===== src/hdl/wbc_pkg.sv =====
// ----------------------------------------------------------------------------
// wbc_pkg
// Shared widths, codes and types for the wiper bisection level calibrator.
// ----------------------------------------------------------------------------
package wbc_pkg;

  localparam int LEVEL_BITS = 24;
  localparam int WIPER_BITS = 9;
  localparam int CFG_BITS   = WIPER_BITS;
  localparam int FAIL_BITS  = 3;
  localparam int PROD_BITS  = LEVEL_BITS + 7;

  localparam logic [FAIL_BITS-1:0]  FAIL_LIMIT   = FAIL_BITS'(4);
  localparam logic [FAIL_BITS-1:0]  FAIL_MAX     = FAIL_BITS'(7);
  localparam logic [WIPER_BITS-1:0] CEIL_RESET   = WIPER_BITS'(256);

  // command codes
  typedef enum logic [1:0] {
    CMD_START   = 2'd0,
    CMD_MEASURE = 2'd1,
    CMD_FAIL    = 2'd2
  } cmd_t;

  // status codes
  typedef enum logic [1:0] {
    ST_SEARCH = 2'd0,
    ST_DONE   = 2'd1,
    ST_STOP   = 2'd2,
    ST_IGNORE = 2'd3
  } status_t;

  // register indexes
  typedef enum logic [1:0] {
    REG_CORRELATION = 2'd0,
    REG_FLOOR       = 2'd1,
    REG_CEILING     = 2'd2
  } reg_index_t;

  typedef struct packed {
    logic                  correlation_mode;
    logic [WIPER_BITS-1:0] wiper_floor;
    logic [WIPER_BITS-1:0] wiper_ceiling;
  } cfg_t;

  typedef struct packed {
    logic [1:0]            command;
    logic [LEVEL_BITS-1:0] target_level;
    logic [WIPER_BITS-1:0] start_wiper;
    logic [LEVEL_BITS-1:0] measured_level;
  } item_t;

  typedef struct packed {
    logic [WIPER_BITS-1:0] wiper_code;
    logic                  write_wiper;
    status_t               status;
  } result_t;

  typedef struct packed {
    logic                  busy;
    logic [LEVEL_BITS-1:0] goal_level;
    logic [WIPER_BITS-1:0] wiper_now;
    logic [WIPER_BITS-1:0] wiper_before;
    logic [LEVEL_BITS-1:0] level_before;
    logic                  have_previous;
    logic [WIPER_BITS-1:0] bound_low;
    logic [WIPER_BITS-1:0] bound_high;
    logic [FAIL_BITS-1:0]  fail_count;
    logic                  fail_seen;
  } state_t;

endpackage


===== src/hdl/wbc_if.sv =====
// ----------------------------------------------------------------------------
// wbc_if
// Valid/ready channels for calibrator command words and result words.
// ----------------------------------------------------------------------------
interface wbc_in_if;
  import wbc_pkg::*;

  logic                  valid;
  logic                  ready;
  logic [1:0]            command;
  logic [LEVEL_BITS-1:0] target_level;
  logic [WIPER_BITS-1:0] start_wiper;
  logic [LEVEL_BITS-1:0] measured_level;

  modport source (output valid, command, target_level, start_wiper, measured_level,
                  input ready);
  modport sink   (input valid, command, target_level, start_wiper, measured_level,
                  output ready);
endinterface

interface wbc_out_if;
  import wbc_pkg::*;

  logic                  valid;
  logic                  ready;
  logic [WIPER_BITS-1:0] wiper_code;
  logic                  write_wiper;
  logic [1:0]            status;

  modport source (output valid, wiper_code, write_wiper, status, input ready);
  modport sink   (input valid, wiper_code, write_wiper, status, output ready);
endinterface


===== src/hdl/wbc_step.sv =====
// ----------------------------------------------------------------------------
// wbc_step
// One search step: next search state and result word for one command word.
// ----------------------------------------------------------------------------
module wbc_step (
  input  wbc_pkg::state_t  st,
  input  wbc_pkg::cfg_t    cfg,
  input  wbc_pkg::item_t   item,
  output wbc_pkg::state_t  st_next,
  output wbc_pkg::result_t res
);
  import wbc_pkg::*;

  logic [LEVEL_BITS-1:0] dist_now;
  logic [LEVEL_BITS-1:0] dist_before;
  logic [PROD_BITS-1:0]  dist_x100;
  logic                  same_wiper;
  logic                  converged;
  logic                  low_side;
  logic                  go_up;
  logic [WIPER_BITS:0]   mid_sum;
  logic [WIPER_BITS-1:0] mid;
  logic [FAIL_BITS-1:0]  fail_inc;

  // distance of the new level and of the previous level from the goal
  assign dist_now = (item.measured_level >= st.goal_level) ?
                    (item.measured_level - st.goal_level) :
                    (st.goal_level - item.measured_level);
  assign dist_before = (st.level_before >= st.goal_level) ?
                       (st.level_before - st.goal_level) :
                       (st.goal_level - st.level_before);

  // 100 * distance as shifts and adds
  assign dist_x100 = (PROD_BITS'(dist_now) << 6) + (PROD_BITS'(dist_now) << 5) +
                     (PROD_BITS'(dist_now) << 2);

  // convergence: wiper unchanged or within one percent of the goal
  assign same_wiper = st.have_previous && (st.wiper_before == st.wiper_now);
  assign converged  = same_wiper || (dist_x100 <= PROD_BITS'(st.goal_level));

  // search direction from the correlation sense
  assign low_side = (item.measured_level <= st.goal_level);
  assign go_up    = cfg.correlation_mode ? !low_side : low_side;

  // halfway toward the opposite bound, rounding down
  assign mid_sum = {1'b0, st.wiper_now} +
                   {1'b0, (go_up ? st.bound_high : st.bound_low)};
  assign mid     = mid_sum[WIPER_BITS:1];

  // saturating failure count
  assign fail_inc = (st.fail_count == FAIL_MAX) ? st.fail_count :
                    st.fail_count + FAIL_BITS'(1);

  always_comb begin
    st_next         = st;
    res.wiper_code  = st.wiper_now;
    res.write_wiper = 1'b0;
    res.status      = ST_IGNORE;
    unique case (item.command)
      CMD_START: begin
        if (!st.busy) begin
          st_next.goal_level    = item.target_level;
          st_next.wiper_now     = item.start_wiper;
          st_next.wiper_before  = '0;
          st_next.level_before  = '0;
          st_next.have_previous = 1'b0;
          st_next.bound_low     = cfg.wiper_floor;
          st_next.bound_high    = cfg.wiper_ceiling;
          st_next.fail_count    = '0;
          st_next.fail_seen     = 1'b0;
          st_next.busy          = 1'b1;
          res.wiper_code        = item.start_wiper;
          res.status            = ST_SEARCH;
        end
      end
      CMD_MEASURE: begin
        if (st.busy) begin
          // a measurement without a failure in between means the write landed
          st_next.fail_count = st.fail_seen ? st.fail_count : '0;
          st_next.fail_seen  = 1'b0;
          res.write_wiper    = 1'b1;
          if (converged) begin
            if (st.have_previous && (dist_before <= dist_now)) begin
              st_next.wiper_now = st.wiper_before;
            end
            st_next.busy       = 1'b0;
            st_next.fail_count = '0;
            res.wiper_code     = (st.have_previous && (dist_before <= dist_now)) ?
                                 st.wiper_before : st.wiper_now;
            res.status         = ST_DONE;
          end else begin
            st_next.wiper_before  = st.wiper_now;
            st_next.level_before  = item.measured_level;
            st_next.have_previous = 1'b1;
            if (go_up) begin
              st_next.bound_low  = st.wiper_now;
            end else begin
              st_next.bound_high = st.wiper_now;
            end
            st_next.wiper_now = mid;
            res.wiper_code    = mid;
            res.status        = ST_SEARCH;
          end
        end
      end
      CMD_FAIL: begin
        if (st.busy) begin
          st_next.fail_count = fail_inc;
          st_next.fail_seen  = 1'b1;
          if (fail_inc >= FAIL_LIMIT) begin
            st_next.busy = 1'b0;
            res.status   = ST_STOP;
          end else begin
            res.status   = ST_SEARCH;
          end
        end
      end
      default: begin
        st_next = st;
      end
    endcase
  end

endmodule


===== src/hdl/wiper_bisection_level_calibrator.sv =====
// ----------------------------------------------------------------------------
// wiper_bisection_level_calibrator
// Bisection search of a potentiometer wiper code toward a target light level.
// ----------------------------------------------------------------------------
// Usage:
//   in_ch carries command words: start (target level and initial wiper),
//   measured level at the current wiper, or wiper write failure.
//   out_ch returns exactly one result word per command word: the wiper code
//   to apply next or the final code, a write flag, and a status.
//   cfg_we/cfg_index/cfg_data set correlation sense, floor and ceiling;
//   write them only while no search step is in flight.
// Result path:
//   a word accepted at one edge has its result on out_ch right after that
//   edge; one word per cycle sustained while out_ch.ready is high. The
//   search step is a single pass of combinational logic from the state
//   registers into the result register.
// Reset:
//   rst (synchronous) clears the search state to idle and loads the
//   register defaults; the result register is emptied.
// Stalls:
//   while out_ch.ready is low a held result blocks in_ch.ready; a new word
//   is taken in the same cycle the held result leaves.
// ----------------------------------------------------------------------------
module wiper_bisection_level_calibrator (
  input  logic                           clk,
  input  logic                           rst,
  wbc_in_if.sink                         in_ch,
  wbc_out_if.source                      out_ch,
  input  logic                           cfg_we,
  input  logic [1:0]                     cfg_index,
  input  logic [wbc_pkg::CFG_BITS-1:0]   cfg_data
);
  import wbc_pkg::*;

  cfg_t    cfg;
  state_t  st;
  state_t  st_next;
  item_t   item;
  result_t step_res;
  result_t res_q;
  logic    out_valid;
  logic    accept;

  // configuration registers
  always_ff @(posedge clk) begin
    if (rst) begin
      cfg.correlation_mode <= 1'b1;
      cfg.wiper_floor      <= '0;
      cfg.wiper_ceiling    <= CEIL_RESET;
    end else if (cfg_we) begin
      unique case (cfg_index)
        REG_CORRELATION: cfg.correlation_mode <= cfg_data[0];
        REG_FLOOR:       cfg.wiper_floor      <= cfg_data[WIPER_BITS-1:0];
        REG_CEILING:     cfg.wiper_ceiling    <= cfg_data[WIPER_BITS-1:0];
        default:         cfg                  <= cfg;
      endcase
    end
  end

  // input word
  assign item.command        = in_ch.command;
  assign item.target_level   = in_ch.target_level;
  assign item.start_wiper    = in_ch.start_wiper;
  assign item.measured_level = in_ch.measured_level;

  assign in_ch.ready = !out_valid || out_ch.ready;
  assign accept      = in_ch.valid && in_ch.ready;

  // search step
  wbc_step u_step (
    .st      (st),
    .cfg     (cfg),
    .item    (item),
    .st_next (st_next),
    .res     (step_res)
  );

  // search state
  always_ff @(posedge clk) begin
    if (rst) begin
      st <= '0;
    end else if (accept) begin
      st <= st_next;
    end
  end

  // result register
  always_ff @(posedge clk) begin
    if (rst) begin
      out_valid <= 1'b0;
    end else if (accept) begin
      out_valid <= 1'b1;
    end else if (out_ch.ready) begin
      out_valid <= 1'b0;
    end
  end

  always_ff @(posedge clk) begin
    if (accept) begin
      res_q <= step_res;
    end
  end

  assign out_ch.valid       = out_valid;
  assign out_ch.wiper_code  = res_q.wiper_code;
  assign out_ch.write_wiper = res_q.write_wiper;
  assign out_ch.status      = res_q.status;

`ifndef SYNTH
  // an accepted word always yields a result next cycle
  a_result_follows: assert property (@(posedge clk) disable iff (rst)
    accept |=> out_valid)
    else $error("no result after accepted word");

  // finished results always carry a wiper write
  a_done_writes: assert property (@(posedge clk) disable iff (rst)
    out_valid && (res_q.status == ST_DONE) |-> res_q.write_wiper)
    else $error("finished result without wiper write");

  // a finished or stopped step leaves the search idle
  a_end_idle: assert property (@(posedge clk) disable iff (rst)
    accept && ((step_res.status == ST_DONE) || (step_res.status == ST_STOP))
    |=> !st.busy)
    else $error("search still busy after end");

  // a running search never holds the failure limit
  a_fail_bound: assert property (@(posedge clk) disable iff (rst)
    st.busy |-> (st.fail_count < FAIL_LIMIT))
    else $error("failure count at limit while busy");
`endif

endmodule


===== src/flat_wrapper.sv =====
// flat-port wrapper written by rule: the top's interface ports become plain ports
module wiper_bisection_level_calibrator_flat import wbc_pkg::*;
  (clk, rst, cfg_we, cfg_index, cfg_data, in_ch_valid, in_ch_command, in_ch_target_level, in_ch_start_wiper, in_ch_measured_level, in_ch_ready, out_ch_valid, out_ch_wiper_code, out_ch_write_wiper, out_ch_status, out_ch_ready);
  wbc_in_if in_ch_i ();
  wbc_out_if out_ch_i ();
  input  logic clk;
  input  logic rst;
  input  logic cfg_we;
  input  logic [1:0] cfg_index;
  input  logic [wbc_pkg::CFG_BITS-1:0] cfg_data;
  input wire logic [$bits(in_ch_i.valid)-1:0] in_ch_valid;
  input wire logic [$bits(in_ch_i.command)-1:0] in_ch_command;
  input wire logic [$bits(in_ch_i.target_level)-1:0] in_ch_target_level;
  input wire logic [$bits(in_ch_i.start_wiper)-1:0] in_ch_start_wiper;
  input wire logic [$bits(in_ch_i.measured_level)-1:0] in_ch_measured_level;
  output wire logic [$bits(in_ch_i.ready)-1:0] in_ch_ready;
  output wire logic [$bits(out_ch_i.valid)-1:0] out_ch_valid;
  output wire logic [$bits(out_ch_i.wiper_code)-1:0] out_ch_wiper_code;
  output wire logic [$bits(out_ch_i.write_wiper)-1:0] out_ch_write_wiper;
  output wire logic [$bits(out_ch_i.status)-1:0] out_ch_status;
  input wire logic [$bits(out_ch_i.ready)-1:0] out_ch_ready;
  assign in_ch_i.valid = in_ch_valid;
  assign in_ch_i.command = in_ch_command;
  assign in_ch_i.target_level = in_ch_target_level;
  assign in_ch_i.start_wiper = in_ch_start_wiper;
  assign in_ch_i.measured_level = in_ch_measured_level;
  assign in_ch_ready = in_ch_i.ready;
  assign out_ch_valid = out_ch_i.valid;
  assign out_ch_wiper_code = out_ch_i.wiper_code;
  assign out_ch_write_wiper = out_ch_i.write_wiper;
  assign out_ch_status = out_ch_i.status;
  assign out_ch_i.ready = out_ch_ready;
  wiper_bisection_level_calibrator u_core (.clk(clk), .rst(rst), .in_ch(in_ch_i), .out_ch(out_ch_i), .cfg_we(cfg_we), .cfg_index(cfg_index), .cfg_data(cfg_data));
endmodule

===== config.mk =====
export PLATFORM = sky130hd
export DESIGN_NAME = wiper_bisection_level_calibrator_flat
export DESIGN_NICKNAME = d
export VERILOG_FILES = /design/src/hdl/wbc_pkg.sv /design/src/hdl/wbc_if.sv /design/src/hdl/wbc_step.sv /design/src/hdl/wiper_bisection_level_calibrator.sv /design/src/flat_wrapper.sv
export SDC_FILE = /design/constraint.sdc
export NUM_CORES = 1
export LEC_CHECK = 0
export BUFFER_PORTS_ARGS = -buffer_cell sky130_fd_sc_hd__buf_2
export CORE_AREA = 2 2 168 170
export CTS_CLUSTER_DIAMETER = 150
export DETAILED_ROUTE_END_ITERATION = 12
export DIE_AREA = 0 0 170 172
export PLACE_DENSITY = 0.76
export SETUP_SLACK_MARGIN = 0.4
export SYNTH_ARGS = -nofsm -noshare
export SYNTH_HDL_FRONTEND = slang
export SYNTH_SLANG_ARGS = --single-unit

===== constraint.sdc =====
create_clock -name clk -period 14.75 [get_ports clk]
set_clock_uncertainty 0.05 [all_clocks]
set_input_delay 2.95 -clock clk [delete_from_list [all_inputs] [get_ports clk]]
set_output_delay 2.95 -clock clk [all_outputs]
set_load 0.01 [all_outputs]

# Word-level counts from Yosys, hierarchy flattened
# Index checks and enable logic that the tools add are counted.
# classes
add_sub_neg	8
n_mul	0
n_div	0
magnitude_cmp	6
n_eq_ne	13
n_shift	0
n_mux	32
bitwise_logic	1
reduce_logical	23
# op_table
cell	count
$mux W65	2
$pmux W61 S2	1
$sub A24 B24 Y24	4
$mux W9	6
$mux W52	1
$ge A24 B24 Y1	2
$le A24 B24 Y1	2
$mux W24	2
$add A30 B29 Y31	1
$add A31 B26 Y31	1
$le A31 B24 Y1	1
$pmux W9 S2	1
$reduce_and A6 Y1	3
$mux W12	1
$pmux W4 S3	1
$add A9 B9 Y10	1
$reduce_and A5 Y1	2
$eq A9 B9 Y1	1
$mux W3	3
$mux W1	8
$ne A2 B2 Y1 const B	4
$reduce_and A2 Y1	4
$mux W2	3
$pmux W2 S3	1
18 further kinds	27
# word_totals
register_bits	122
latchBits	0
ramBits	0
rom_bits	0
inputBits	75
output_inout_bits	14
word_cells	100
mem_count	0

# Logic depth before layout (Yosys ltp)
# logic_depth
depth_word	9
ltp_mapped	43
mapped_depth_nobuf	41

# Modules after synthesis
# A second synthesis with hierarchy kept.
# hier_totals
cells_unflattened	1917
hier_area_um2	14928.1
# by_module_without_submodules
module	n_inst	cells_per_inst	area_each_um2	seq_area_each_um2
wbc_step	1	1405	9957.0	0.0
wiper_bisection_level_calibrator	1	512	4971.0	2562.5

# Worst setup path after synthesis
# OpenSTA, ideal clock, no wires.
# synth_timing
path_type	input -> register
startpoint	input in_ch_measured_level[0]
endpoint	register u_core.res_q, in the netlist u_core.out_ch.wiper_code[2] (data pin)
setup_time_ns	0.271
t_arrival_ns	10.778
required_time_ns	14.429
path_slack_ns	3.651
stages	40
path_buffers	2
path_cell_list	inv_1 -> ha_1 -> inv_1 -> fa_1 -> a211oi_1 -> o31a_1 -> a211oi_2 -> o21a_1 -> buf_4 -> nor2_1 -> clkbuf_1 -> mux2i_1 -> xor2_1 -> ha_1 -> ha_1 -> inv_1 -> fa_1 -> nor2b_1 -> [... 4 more ...] -> o21a_1 -> nor2_1 -> o21bai_1 -> a21oi_1 -> xnor2_1 -> ha_1 -> and3_1 -> and3_1 -> and4_1 -> a31oi_1 -> o21ai_0 -> a221oi_1 -> o311ai_0 -> or4_4 -> o31ai_4 -> nor3_1 -> a222oi_1 -> o21ai_0
# synth_rtl
item	line	rtl
start, declared	flat_wrapper.sv:15	input wire logic [$bits(in_ch_i.measured_level)-1:0] in_ch_measured_level;
end signal, assigned	wiper_bisection_level_calibrator.sv:100	res_q <= step_res;
end, declared	wiper_bisection_level_calibrator.sv:40	result_t res_q;

# Final worst setup path
# layout_timing
startpoint	input in_ch_measured_level[19]
endpoint	register u_core.st[11] (netlist name)
# layout_between
elab_chain_cells	8
word_cells_on_any_way	14
cone_classes	add/sub: 4; order compare: 3; eq/ne: 2; mux: 2; reduce/logical: 3
# layout_lines
item	line	rtl
$sub A24 B24 Y24, or another cell as far along	wbc_step.sv:28	(st.goal_level - item.measured_level);
$mux W24	wbc_step.sv:26	assign dist_now = (item.measured_level >= st.goal_level) ?
$add A30 B29 Y31	wbc_step.sv:34	assign dist_x100 = (PROD_BITS'(dist_now) << 6) + (PROD_BITS'(dist_now) << 5) +
$add A31 B26 Y31	wbc_step.sv:34	
$le A31 B24 Y1	wbc_step.sv:39	assign converged = same_wiper || (dist_x100 <= PROD_BITS'(st.goal_level));
$logic_or A1 B1 Y1	wbc_step.sv:39	
$ne A2 B2 Y1 (no source line)	n/a	
$reduce_and A6 Y1 (no source line) *	n/a	
# Mark *: on every way between the ends. The rest lies on a longest branch, timed or not.
# A chain may end at the register's enable or synchronous reset.

==> results.md <==
* Status: finished, final reports clean
* Fmax at 0.0763 GHz
* Postcts setup bufs at 0
* Met1 Use GR at 37.3%
* Worst setup SP type: input pin
* Max-slew violation count at 0
* Minimum clock period at 13100 ps
* Simple-gate share of the synthesized area at 18.1%
* Most frequent cell after synthesis: nand2_1
* Global routing met3 resource utilization at 4.28%
* Post-Place Setup Slack at 1390 ps
* Overall Global Routing Usage at 29.0%
* WS Path Type: in -> reg
* Core area at 27500 um^2
* Total die area at 29200 um^2
* Clk sinks at 122
* Post-Route Hold Slack at 404 ps
* Critical path's largest stage delay at 830 ps
* Die extent in x at 170 um
* Global route overflow at 0
* Antenna Nets Post-Route at 0
* Max-slew headroom at 20.1%
* Die Y-Extent at 172 um
* DR DRC count at 0
* Area leader, netlist: ha_1
* Synth Area in Adders at 19.8%
* Worst R2R End: u_core.st[11]$_SDFFE_PP0P_
* Ports at 89
* Crit path max fanout at 31
* Grt peak-use layer: met2
* Hold path startpoint: u_core.st[88]$_SDFFE_PP0P_
* Clock latency on the worst-skew pair at 450 ps
* Clock Path Buffers at 2
* FFs w/ async S/R, synth at 0%
* Setup ws final at 1650 ps
* Crit end category: flip-flop
* Gpl congestion at 0.990
* DPL Wire Length at 33.1 mm
* # setup viols final at 0
* Critical path arrival at 13320 ps
* Antenna violations before repair at 0
* CP Data Required Time at 14970 ps
* Avg Synthesized Cell Area at 7.63 um^2
* Internal power at 1.19 mW
* Clock Power Share at 21.3%
* Top FF cell, synth: dfxtp_1
* Final period util at 88.8%
* CTS buffer count at 17
* Yosys warnings at 0
* First-pass GRT wire length at 66.8 mm
* Worst hold stages at 2
* Total power at 2.16 mW
* CTS tree: built
* Post-synth top area share at 16.9%
* RSZ-0062 raised after global routing: no
* Post-synthesis sequential area ratio at 18.9%
* DRT Pass-1 Iters at 7
* Cell types with the highest counts after synthesis: nand2_1, ha_1, a21oi_1
* Hold-fix buffer count after cts at 0
* Power share of the combinational group at 62.1%
* Worst Hold Class: reg -> reg
* Setup TNS at 0 ps
* Clock Tree Root: clkbuf_16
* Post-Syn Area at 13600 um^2
* Total net switching power at 965 uW
* Reg-to-Reg Start: u_core.st[66]$_SDFFE_PP0P_
* Mapped Cells at 1782
* Maximum vdd drop at 0.0987 mV
* Multiplexer share of the synthesized area at 3.15%
* Hold Fails Final Rpt at 0
* Compound-Gate Fraction of Synth Area at 27.3%
* Syn-to-layout area delta at 8.73%
* Pwr/cell area at 146 nW/um^2
* DR WL/cell at 19.5 um
* Hold Path End: u_core.st[88]$_SDFFE_PP0P_
* Vias at 13300
* Sw Ratio at 44.7%
* WL final at 42.1 mm
* Syn_nets at 2060
* R2R depth at 37
* Vias in the first global route at 12600
* Leakage at 6.76 nW
* Flop2flop setup slack at 3770 ps
* Largest net degree at the start of global routing at 84
* Number of synthesized flops with an enable pin at 12
* Area contributors post-synth: ha_1, dfxtp_1, a21oi_1, nand2_1, a21o_1
* Post-synth cell types at 81
* Critical Path Slowest Stage Cell: nand2_1
* Combinational family with the most area after synthesis: compound AO/OA/AOI/OAI gates
* Vias/cell at 6.15
* H-tree Lvls at 4
* Initial core utilization at 49.5%
* Share of layout cells above drive strength 1 at 9.18%
* Rows at 61
* Initial drt markers at 1141
* XOR/XNOR Fraction of Synth Area at 5.64%
* N_diodes at 0
* I/O Buffers at 88
* Sequential Power Share at 16.6%
* Actual slew at the worst max-slew pin at 1190 ps
* Clk pin slew, worst setup/hold paths at 60 ps
* GR Util met2 at 48.2%
* Max_cap viols at 0
* Layout Nets at 2084
* Post-cts resize count at 0
* FF+latch count, synth at 122
worst max-delay path: cells and delay by family:
kind            cells  cell delay [ps]
compound gates     18             4360
mux                 1              280
buf+inv             3              550
xor+xnor            2              600
simple gates       10             2840
fa+ha+maj           4             1710
cell usage in the layout (no fill, tap or decap), drive strengths merged, types with 21 or more instances in the layout:
cell,count
o22ai,21
inv,155
a21oi,180
mux2i,36
ha,184
and3,21
nand4,29
xor2,38
nand3,64
nor3,21
buf,97
a211oi,31
dfxtp,110
nor2,116
o21ai,81
xnor2,47
nand2,195
nor2b,26
a21o,83
metrics by stage:
stage	instances	util [%]	area [um^2]
floorplan	1782	-	13600
global placement	2133	51.5	14100
detailed placement	2133	51.5	14100
CTS	2165	53.8	14800
global route	2165	53.8	14800
finish	2165	53.8	14800
registers in the layout (all words and copies together), names as in the netlist:
register,cells
u_core.st,90
u_core.cfg,19
u_core.out_ch.wiper_code,9
u_core.out_ch.status,2
u_core.out_ch.valid,1
u_core.out_ch.write_wiper,1
per-layer routing:
layer  wire length, um  vias to the layer above
met3              2800                       94
met1             18000                     6333
li1                  -                     6386
met5                 0                        -
met4              1650                        0
met2             19700                      503
power groups by stage:
stage          sequential, mW  clock (mW)  combinational (mW)
5_1_grt                 0.360       0.473                1.50
3_3_place_gp            0.365           0                1.29
4_1_cts                 0.358       0.461                1.32
2_1_floorplan           0.362           0               0.997
6_report                0.358       0.460                1.34
3_5_place_dp            0.365           0                1.30
layout make-up:
class	count	area (um^2)
inverter	152	571
clock inverter	12	161
timing repair buffer	97	510
multi-input combinational	1416	10100
fill	2612	12700
sequential	122	2560
clock buffer	20	468
tap	346	433
kinds of logic (layout without fill, tap and decap cells):
logic type,Yosys count,after routing
adders and majority gates,204,204
AOI/OAI and AO/OA,556,556
and+or+nand+nor,528,528
DFF,122,122
buffers and inverters,244,281
xor gates and xnor gates,86,86
muxes,42,42
worst max-delay path by stage:
stage	startpoint	to
finish	in_ch_measured_level[19]	u_core.st[11]$_SDFFE_PP0P_
global placement	in_ch_measured_level[0]	u_core.st[11]$_SDFFE_PP0P_
CTS	in_ch_measured_level[19]	u_core.st[6]$_SDFFE_PP0P_
detailed placement	in_ch_measured_level[19]	u_core.st[11]$_SDFFE_PP0P_
global route	in_ch_measured_level[19]	u_core.st[11]$_SDFFE_PP0P_
floorplan	in_ch_measured_level[0]	u_core.out_ch.wiper_code[2]$_DFFE_PP_
Power figures use the tool's default switching activity.
